$ cat src/rtl/assert_macros.svh
// Assertion macros for the RTL, used by integer_to_radix_string.sv.
// No dependencies; define ASSERT_OFF to compile the checks out.
`ifndef ASSERT_MACROS_SVH
`define ASSERT_MACROS_SVH

`ifndef ASSERT_OFF

// Property must hold at every rising clock edge outside reset.
`define ASSERT_PROP(lbl, clk, rstn, prop, msg) \
  lbl: assert property (@(posedge clk) disable iff (!rstn) prop) else $error(msg);

// Expression must never be true outside reset.
`define ASSERT_NEVER(lbl, clk, rstn, expr, msg) \
  lbl: assert property (@(posedge clk) disable iff (!rstn) !(expr)) else $error(msg);

`else

`define ASSERT_PROP(lbl, clk, rstn, prop, msg)
`define ASSERT_NEVER(lbl, clk, rstn, expr, msg)

`endif

`endif

$ cat src/rtl/itr_pkg.sv
// Types and constants for the integer to radix text converter.
// No dependencies.
package itr_pkg;

  localparam int RADIX_W    = 6;
  localparam int CFG_W      = 64;
  localparam int CFG_IDX_W  = 3;
  localparam int SYM_W      = 8;
  localparam int ALPHA_REGS = 4;
  localparam int ALPHA_W    = ALPHA_REGS * CFG_W;
  localparam int SYM_IDX_W  = 5;

  localparam logic [RADIX_W-1:0] RADIX_RESET = RADIX_W'(10);
  localparam logic [SYM_W-1:0]   MINUS_CODE  = 8'h2D;

  // Register indexes on the configuration port
  localparam logic [CFG_IDX_W-1:0] CFG_RADIX   = 3'd0;
  localparam logic [CFG_IDX_W-1:0] CFG_ALPHA_0 = 3'd1;
  localparam logic [CFG_IDX_W-1:0] CFG_ALPHA_1 = 3'd2;
  localparam logic [CFG_IDX_W-1:0] CFG_ALPHA_2 = 3'd3;
  localparam logic [CFG_IDX_W-1:0] CFG_ALPHA_3 = 3'd4;

  typedef enum logic [2:0] {
    ST_IDLE = 3'b001,
    ST_CONV = 3'b010,
    ST_EMIT = 3'b100
  } state_t;

endpackage

$ cat src/rtl/integer_to_radix_string.sv
// Top level of the integer to radix text converter.
// Depends on itr_pkg and assert_macros.svh.
//
// Input channel (in_valid / in_stall / in_value): one signed integer per
//   transfer, taken at a rising edge with valid high and stall low.
// Result channel (out_valid / out_stall / out_char_code / out_last): the text,
//   one character per transfer, most significant digit first, with a leading
//   minus sign for negative values; out_last marks the final character.
// Configuration: cfg_we with cfg_index 0 writes the radix (clamped to
//   2..MAX_RADIX when used), indexes 1 to 4 the 32-symbol alphabet. Write it
//   only while the block is idle.
// Timing: the magnitude is shifted in one bit per cycle through a radix-r
//   doubler; then one character per cycle is loaded into the output
//   register, as long as the result side does not stall it.
//   in_stall is high from the transfer until the last character is loaded,
//   which may still wait in the output register while the next value is
//   taken. A stall on the result side holds that register and pauses emission.
// Reset: synchronous, active low; radix returns to 10, alphabet to zero, and
//   the block goes idle with no result pending.
`include "assert_macros.svh"

module integer_to_radix_string
  import itr_pkg::*;
#(
  parameter int MAX_RADIX   = 32,
  parameter int VALUE_WIDTH = 32
) (
  input  logic                          clk,
  input  logic                          rst_n,
  input  logic                          in_valid,
  output logic                          in_stall,
  input  logic signed [VALUE_WIDTH-1:0] in_value,
  output logic                          out_valid,
  input  logic                          out_stall,
  output logic [SYM_W-1:0]              out_char_code,
  output logic                          out_last,
  input  logic                          cfg_we,
  input  logic [CFG_IDX_W-1:0]          cfg_index,
  input  logic [CFG_W-1:0]              cfg_data
);

  // Digit width covers values 0..MAX_RADIX-1; radix 2 needs VALUE_WIDTH digits
  localparam int DIG_W  = $clog2(MAX_RADIX);
  localparam int RAD_W  = DIG_W + 1;
  localparam int NDIG   = VALUE_WIDTH;
  localparam int NDW    = $clog2(NDIG + 1);
  localparam int IDXW   = $clog2(NDIG);
  localparam int BCW    = $clog2(VALUE_WIDTH);

  // Configuration registers
  logic [RADIX_W-1:0]  radix_r;
  logic [ALPHA_W-1:0]  alpha_r;

  always_ff @(posedge clk) begin
    if (!rst_n) begin
      radix_r <= RADIX_RESET;
      alpha_r <= '0;
    end else if (cfg_we) begin
      unique case (cfg_index)
        CFG_RADIX:   radix_r <= cfg_data[RADIX_W-1:0];
        CFG_ALPHA_0: alpha_r[0*CFG_W +: CFG_W] <= cfg_data;
        CFG_ALPHA_1: alpha_r[1*CFG_W +: CFG_W] <= cfg_data;
        CFG_ALPHA_2: alpha_r[2*CFG_W +: CFG_W] <= cfg_data;
        CFG_ALPHA_3: alpha_r[3*CFG_W +: CFG_W] <= cfg_data;
        default: ;
      endcase
    end
  end

  // Clamp the radix into 2..MAX_RADIX
  logic [RAD_W-1:0] rad_eff;

  always_comb begin
    if (radix_r < RADIX_W'(2)) begin
      rad_eff = RAD_W'(2);
    end else if (radix_r > RADIX_W'(MAX_RADIX)) begin
      rad_eff = RAD_W'(MAX_RADIX);
    end else begin
      rad_eff = RAD_W'(radix_r);
    end
  end

  // Sequencer and datapath registers
  state_t                 state_r, state_nxt;
  logic [VALUE_WIDTH-1:0] mag_r, mag_nxt;
  logic [BCW-1:0]         bit_cnt_r, bit_cnt_nxt;
  logic [NDW-1:0]         ndig_r, ndig_nxt;
  logic                   sign_pend_r, sign_pend_nxt;
  logic [DIG_W-1:0]       dig_r   [NDIG];
  logic [DIG_W-1:0]       dig_nxt [NDIG];
  logic                   out_valid_r, out_valid_nxt;
  logic [SYM_W-1:0]       out_char_r, out_char_nxt;
  logic                   out_last_r, out_last_nxt;

  // Radix-r doubler: every digit becomes 2*d + carry-in, reduced by the radix
  // when it overflows. Carry runs as a generate/propagate chain.
  logic [NDIG:0]          carry;
  logic [DIG_W-1:0]       dig_step [NDIG];

  always_comb begin
    logic             gen;
    logic             prop;
    logic [RAD_W-1:0] sum;
    carry[0] = mag_r[VALUE_WIDTH-1];
    for (int i = 0; i < NDIG; i++) begin
      gen          = ({dig_r[i], 1'b0} >= rad_eff);
      prop         = ({dig_r[i], 1'b1} == rad_eff);
      carry[i+1]   = gen | (prop & carry[i]);
      sum          = {dig_r[i], carry[i]};
      sum          = carry[i+1] ? (sum - rad_eff) : sum;
      dig_step[i]  = sum[DIG_W-1:0];
    end
  end

  // Digit count grows when a carry reaches the first empty position
  logic [NDW-1:0] ndig_grow;
  assign ndig_grow = carry[ndig_r] ? (ndig_r + NDW'(1)) : ndig_r;

  // Symbol of the current digit
  logic [IDXW-1:0]      emit_idx;
  logic [SYM_IDX_W-1:0] sym_idx;
  logic [SYM_W-1:0]     sym_code;

  assign emit_idx = IDXW'(ndig_r - NDW'(1));
  assign sym_idx  = SYM_IDX_W'(dig_r[emit_idx]);
  assign sym_code = alpha_r[sym_idx*SYM_W +: SYM_W];

  logic in_xfer;
  logic out_free;

  assign in_stall = (state_r != ST_IDLE);
  assign in_xfer  = in_valid && !in_stall;
  assign out_free = !out_valid_r || !out_stall;

  always_comb begin
    state_nxt     = state_r;
    mag_nxt       = mag_r;
    bit_cnt_nxt   = bit_cnt_r;
    ndig_nxt      = ndig_r;
    sign_pend_nxt = sign_pend_r;
    dig_nxt       = dig_r;
    out_valid_nxt = out_valid_r && out_stall;
    out_char_nxt  = out_char_r;
    out_last_nxt  = out_last_r;

    unique case (state_r)
      ST_IDLE: begin
        if (in_xfer) begin
          // Take the unsigned magnitude so the most negative value is exact
          sign_pend_nxt = in_value[VALUE_WIDTH-1];
          mag_nxt       = in_value[VALUE_WIDTH-1] ? (~$unsigned(in_value) +
                          VALUE_WIDTH'(1)) : $unsigned(in_value);
          bit_cnt_nxt   = BCW'(VALUE_WIDTH - 1);
          ndig_nxt      = '0;
          for (int i = 0; i < NDIG; i++) begin
            dig_nxt[i] = '0;
          end
          state_nxt     = ST_CONV;
        end
      end
      ST_CONV: begin
        dig_nxt  = dig_step;
        mag_nxt  = {mag_r[VALUE_WIDTH-2:0], 1'b0};
        ndig_nxt = ndig_grow;
        if (bit_cnt_r == '0) begin
          // Zero still gives one digit
          if (ndig_grow == '0) begin
            ndig_nxt = NDW'(1);
          end
          state_nxt = ST_EMIT;
        end else begin
          bit_cnt_nxt = bit_cnt_r - BCW'(1);
        end
      end
      ST_EMIT: begin
        if (out_free) begin
          out_valid_nxt = 1'b1;
          if (sign_pend_r) begin
            out_char_nxt  = MINUS_CODE;
            out_last_nxt  = 1'b0;
            sign_pend_nxt = 1'b0;
          end else begin
            out_char_nxt = sym_code;
            out_last_nxt = (ndig_r == NDW'(1));
            ndig_nxt     = ndig_r - NDW'(1);
            if (ndig_r == NDW'(1)) begin
              state_nxt = ST_IDLE;
            end
          end
        end
      end
      default: state_nxt = ST_IDLE;
    endcase
  end

  always_ff @(posedge clk) begin
    if (!rst_n) begin
      state_r     <= ST_IDLE;
      out_valid_r <= 1'b0;
      sign_pend_r <= 1'b0;
      ndig_r      <= '0;
      bit_cnt_r   <= '0;
    end else begin
      state_r     <= state_nxt;
      out_valid_r <= out_valid_nxt;
      sign_pend_r <= sign_pend_nxt;
      ndig_r      <= ndig_nxt;
      bit_cnt_r   <= bit_cnt_nxt;
    end
  end

  // Payload: no reset needed
  always_ff @(posedge clk) begin
    mag_r      <= mag_nxt;
    dig_r      <= dig_nxt;
    out_char_r <= out_char_nxt;
    out_last_r <= out_last_nxt;
  end

  assign out_valid     = out_valid_r;
  assign out_char_code = out_char_r;
  assign out_last      = out_last_r;

  // Checks on the sequencer
  `ASSERT_NEVER(a_ndig_range, clk, rst_n, ndig_r > NDW'(NDIG), "digit count overflow")
  `ASSERT_PROP(a_emit_has_digit, clk, rst_n, (state_r == ST_EMIT) |-> (ndig_r != '0), "no digit")
  `ASSERT_PROP(a_conv_length, clk, rst_n, in_xfer |-> ##(NDIG+1) (state_r == ST_EMIT), "length")

endmodule

$ cat config.mk
export PLATFORM = sky130hd
export DESIGN_NAME = integer_to_radix_string
export DESIGN_NICKNAME = d
export VERILOG_FILES = /design/src/rtl/itr_pkg.sv /design/src/rtl/integer_to_radix_string.sv
export VERILOG_INCLUDE_DIRS = /design/src /design/src/rtl
export SDC_FILE = /design/constraint.sdc
export NUM_CORES = 2
export LEC_CHECK = 0
export BUFFER_PORTS_ARGS = -buffer_cell sky130_fd_sc_hd__buf_4
export CAP_MARGIN = 20
export CORE_ASPECT_RATIO = 1.25
export CORE_MARGIN = 5
export CORE_UTILIZATION = 50
export CTS_BUF_LIST = sky130_fd_sc_hd__clkbuf_8
export DETAILED_ROUTE_END_ITERATION = 10
export PLACE_DENSITY = 0.81
export SYNTH_ARGS = -nofsm -noshare
export SYNTH_HDL_FRONTEND = slang
export SYNTH_SLANG_ARGS = --single-unit
$ cat constraint.sdc
create_clock -name clk -period 10.7 [get_ports clk]
set_input_delay 1.07 -clock clk [delete_from_list [all_inputs] [get_ports clk]]
set_output_delay 1.07 -clock clk [all_outputs]
set_load 0.01 [all_outputs]
# Word-level counts from Yosys, hierarchy flattened
# Cells that the tools add are included.
[classes] reduce_logical=23 magnitude_cmp=36 shift=1 bitwise=66 n_mux=65 n_eq_ne=47 add_sub_neg=36
[op_table] op="160-bit one-hot mux with 2 select lines" count=1
[op_table] op="256-bit by 9-bit variable part select with 8-bit output" count=1
[op_table] op="6-bit == test" count=32
[op_table] op="6-bit >= comparator" count=32
[op_table] op="5-bit 2-to-1 mux" count=36
[op_table] op="160-bit 2-to-1 mux" count=1
[op_table] op="5-bit subtractor" count=32
[op_table] op="32-bit 2-to-1 mux" count=2
[op_table] op="32-bit one-hot mux with 2 select lines" count=1
[op_table] op="6-bit 2-to-1 mux" count=8
[op_table] op="32-bit by 1-bit adder with 32-bit output, second input constant" count=1
[op_table] op="1-bit bitwise AND" count=32
[op_table] op="32-bit inverter" count=1
[op_table] op="1-bit OR" count=32
[op_table] op="5-bit binary-select mux with 5-bit select" count=1
[op_table] op="6-bit one-hot mux with 3 select lines" count=1
[op_table] op="3-bit 2-to-1 mux" count=5
[op_table] op="2-bit AND reduction" count=7
[op_table] op="2-bit inequality test, second input constant" count=6
[op_table] op="5-bit one-hot mux with 2 select lines" count=1
[op_table] op="3-bit by 2-bit == test with 1-bit output, second input constant" count=3
[op_table] op="3-bit one-hot mux with 3 select lines" count=1
[op_table] op="6-bit by 7-bit < comparator with 1-bit output, second input constant" count=1
[op_table] op="6-bit by 1-bit adder with 6-bit output, second input constant" count=1
[op_table] op="24 further kinds" count=35
[word_totals] reg_bits=479 elab_cells=319 out_inout_bits=11 in_bits=104

# Logic depth before layout (Yosys ltp)
[logic_depth] word_depth=75 ltp_mapped=24 depth_no_buf=23

# Worst setup path before layout
# Ideal clock, no wire load.
[synth_path] kind="reg2reg" from="reg radix_r[2]" to="reg dig_r[14] in the netlist's numbering (data pin)" path_stages_with_launch=25 arrival_ns=10.946 n_path_buf=1 setup_ns=0.147 setup_slack_ns=-0.393 required_ns=10.553 period_less_slack_ns=11.093 path_cell_list="dfxtp_1 -> nor3_1 -> o21ai_0 -> ha_1 -> nand2_1 -> nor4_1 -> a2111oi_4 -> a2111oi_4 -> nor4_4 -> nor4_1 -> or3_1 -> buf_2 -> inv_2 -> nor2_1 -> o21ai_1 -> a21boi_2 -> o21ai_2 -> ha_1 -> inv_1 -> fa_1 -> a21o_1 -> a21oi_1 -> xnor2_1 -> nand2_1 -> a21oi_1"
[synth_via] elab_chain_cells=66 elab_cells_between_ends=127 cone_classes="add/sub: 1; order compare: 32; eq/ne: 30; mux: 4; bitwise: 60"
[synth_lines] element="start: declaration" line="integer_to_radix_string.sv:51" rtl="logic [RADIX_W-1:0] radix_r;"
[synth_lines] element="start signal: assignment" line="integer_to_radix_string.sv:60" rtl="CFG_RADIX: radix_r <= cfg_data[RADIX_W-1:0];"
[synth_lines] element="6-bit greater-than comparator" line="integer_to_radix_string.sv:76" rtl="end else if (radix_r > RADIX_W'(MAX_RADIX)) begin"
[synth_lines] element="6-bit 2-to-1 mux" line="integer_to_radix_string.sv:76"
[synth_lines] element="6-bit 2-to-1 mux *" line="integer_to_radix_string.sv:74" rtl="if (radix_r < RADIX_W'(2)) begin"
[synth_lines] element="parallel branches: the longest is 61 deep, another holds 6-bit >= comparator"
[synth_lines] element="5-bit 2-to-1 mux *" line="integer_to_radix_string.sv:110" rtl="sum = carry[i+1] ? (sum - rad_eff) : sum;"
[synth_lines] element="160-bit one-hot mux with 2 select lines *" line="integer_to_radix_string.sv:146" rtl="unique case (state_r)"
[synth_lines] element="end signal: assignment" line="integer_to_radix_string.sv:215" rtl="dig_r <= dig_nxt;"
[synth_lines] element="end: declaration" line="integer_to_radix_string.sv:89" rtl="logic [DIG_W-1:0] dig_r [NDIG];"
# Every way passes the cells marked *.
# A chain may end at the register's enable or synchronous reset.

# Worst setup path after layout
[layout_path] from="reg radix_r[5]" to="reg dig_r[14] in the netlist's numbering (data pin)"
# The elaborated chain is that of the path after synthesis.

==> impl_metrics.yaml <==
route:
  via_count: 26608
  routedWlPerCell_um: 19.6
  drt_iter0_markers: 2140
  wl_um: 87700
  drt.antenna.violating_nets: 0
  via_per_inst: 5.94
  met1_length_um: 34700
  met3_length_um: 6270
  wl_met2_um: 42500
  drc: 0
  routed.top_layer: "met5"
  first_pass_iters: 8
global_routing:
  grt_pass1_wl_um: 138000
  grt_overflow: 0
  grtUsageTotal_pct: 24.9
  grt_antenna_before_repair: 4
  grt_pass1_vias: 25960
  grt_max_degree: 157
worst_setup_path:
  critical_path_class: "reg -> reg"
  r2r_cells: 25
  slowest_stage: "nand2_1"
  rrSetupSlack_ps: 2590
  start_kind: "register"
  cp.required_ps: 11210
  startpoint: "radix_r[5]"
  end_kind: "register"
  worst-path-stages: 25
  critical_path_arrival_ps: 8620
  max_stage_delay_ps: 750
  crit_path_end: "dig_r[14]"
  r2r_start: "radix_r[5]"
  cp_top_family: "compound AO/OA/AOI/OAI gates"
  worst_r2r_endpoint: "dig_r[14]"
  critPathMaxFanout: 35
  path_buf_inv: 5
  cpMostUsedCell: "a21oi_1"
cells_and_area:
  design_area_um2: 34600
  nFillCells: 5636
  final_cells: 4479
  syn2layout_area_growth_pct: 9.80
  drive_gt1_share_pct: 10.7
  post-route-util_pct: 55.0
  final_common_cell: "nand2_1"
  nets: 3909
  layout_common_cells: "nand2_1 (716), a21oi_1 (281), dfxtp_1 (277), nor2_1 (266), a21boi_0 (263)"
pwr:
  totalPowerFinal_mw: 6.00
  p_per_area_nw_per_um2: 174
  ir_drop_v: 0.000282
  p_leak_nw: 13.1
place:
  place_congestion: 0.966
  placed_area_um2: 33000
  port_buffers: 114
  place_inst: 4328
  dp_hpwl_um: 58600
clocking:
  cts_tree: "built"
  path_clk_slew_ps: 70
  hold_buffers: 0
  h-tree-depth: 3
  ctsResizeCount: 0
  postCtsSetupBuffers: 0
  cts_sinks: 479
  insertion_delay_ps: 690
  cts_buffer_depth: 3
  cts-root-buf: "clkbuf_8"
  numCtsBuffers: 83
synthesis:
  synth_top_area_cell: "edfxtp_1"
  synth_edf_count: 201
  synth_area_um2: 31500
  synth_flop_cell: "dfxtp_1"
  synth-seq-cells: 479
  synthDistinctLibCells: 92
  netlist.area_leader.share_pct: 19.2
  syn-num-nets: 3868
  syn_inst: 3534
  yosys_warnings: 0
  synth_area_leaders: "edfxtp_1 (19%), dfxtp_1 (18%), nand2_1 (8.6%)"
  async_flop_share_pct: 0
  syn_area_per_cell_um2: 8.92
  ys_seq_area_share_pct: 36.8
die:
  rows: 103
  coreArea_um2: 62900
  chipWidth_um: 235
  die_h_um: 291
  fp.dieArea_um2: 68200
  io_pins: 115
  initial_core_util_pct: 50.1
timing:
  finalHoldViolCount: 0
  finalCritPeriodShare_pct: 75.8
  drv_slew: 0
  tightest_slew_ps: 1070
  slew-limit-headroom_pct: 28.8
  setup_tns_ps: 0
  fmaxAchievable_mhz: 123
  skew_ps: 44.6
  grt_setup_unrepaired: "false"
  setup_viol: 0
  min_period_ps: 8110
status:
  status: "completed"
min_path:
  hold_path.class: "reg -> reg"
job:
  cap_violations: 0
## per-layer routing
| metal | up-vias | track usage (%) |
|---|---|---|
| met1 | 12646 | 30.3 |
| met4 | 4 | 11.0 |
| met2 | 961 | 42.9 |
| met5 | - | 0 |
| met3 | 261 | 4.68 |
| li1 | 12736 | - |
## worst register-to-register path: stages (launching register included)
cell and delay (ps):
dfxtp_1 320, inv_1 80, buf_4 490, nand2_1 750, buf_4 510, ha_1 390, and3_1 220, a221o_1 390
a211oi_2 270, a21oi_1 200, o31ai_1 610, nor4_1 200, or3_1 490, inv_2 170, nor2_1 60, o21ai_1 680
a21boi_2 290, o21ai_2 410, ha_1 230, inv_1 60, fa_1 410, a21o_1 180, a21oi_1 160, xnor2_1 150
nand2_1 70, a21oi_1 150
## registers in the layout, indices dropped and copies added (netlist names)
register	cells
out_valid	1
alpha_r	256
out_char_code	8
sign_pend_r	1
mag_r	32
state_r	3
ndig_r	6
out_last	1
bit_cnt_r	5
dig_r	160
radix_r	6
## final cells by class
| class | count | area [um^2] | area share (%) |
|---|---|---|---|
| clock inverter | 54 | 284 | 0.821 |
| tap | 840 | 1050 | 3.04 |
| multi-input combinational | 2768 | 18800 | 54.4 |
| timing repair buffer | 152 | 1210 | 3.51 |
| antenna | 2 | 5.00 | 0.0145 |
| clock buffer | 93 | 1280 | 3.70 |
| inverter | 91 | 347 | 1.00 |
| sequential | 479 | 11600 | 33.5 |
## power breakdown
group          switching, mW  internal (mW)  total (mW)
registers              0.115           2.07        2.18
clock network          0.782          0.824        1.61
logic                   1.38          0.837        2.22
## how the worst min path moves through the flow
stage	to	startpoint	cells past startpoint	slack [ps]
after floorplan	alpha_r[120]	alpha_r[120]	2	440
after global placement	alpha_r[121]	alpha_r[121]	2	450
after detailed placement	alpha_r[124]	alpha_r[124]	2	450
after CTS	alpha_r[124]	alpha_r[124]	2	460
after global routing	alpha_r[87]	alpha_r[87]	2	480
final	alpha_r[217]	alpha_r[217]	2	460
## cell families (layout without fill, tap and decap cells)
kind of cell               after synthesis  after routing  share of synthesized area [%]
other                                    0              2                              0
xor gates and xnor gates               132            132                           3.67
DFF                                    479            479                           36.8
and+or+nand+nor                       1228           1228                           16.7
AOI/OAI and AO/OA                     1005           1005                           21.6
muxes                                  173            173                           7.51
buffers and inverters                  287            390                           3.85
adders and majority gates              230            230                           9.89
## metrics by stage
stage          hold slack, ps  setup slack [ps]
2_1_floorplan             439              1940
3_3_place_gp              448              3020
3_5_place_dp              454              2910
4_1_cts                   462              2820
5_1_grt                   480              2160
6_report                  457              2590
## synth_stat cells, types with 14 or more instances
library cell and n:
fa_1 32, nand4_1 21, xor2_1 64, o21ai_0 104
a221oi_1 14, ha_1 198, or2_2 14, a211oi_1 136
buf_1 19, o211ai_1 19, mux2i_1 115, nand3_1 22
dfxtp_1 278, xnor2_1 68, nor3_1 18, edfxtp_1 201
nand2_1 718, a21oi_1 281, nor2_1 268, or3_1 21
nor2b_1 65, clkbuf_1 157, a21o_1 81, inv_1 85
a21boi_0 263, mux4_2 50
Note: power is estimated with default switching activity, not from simulation.
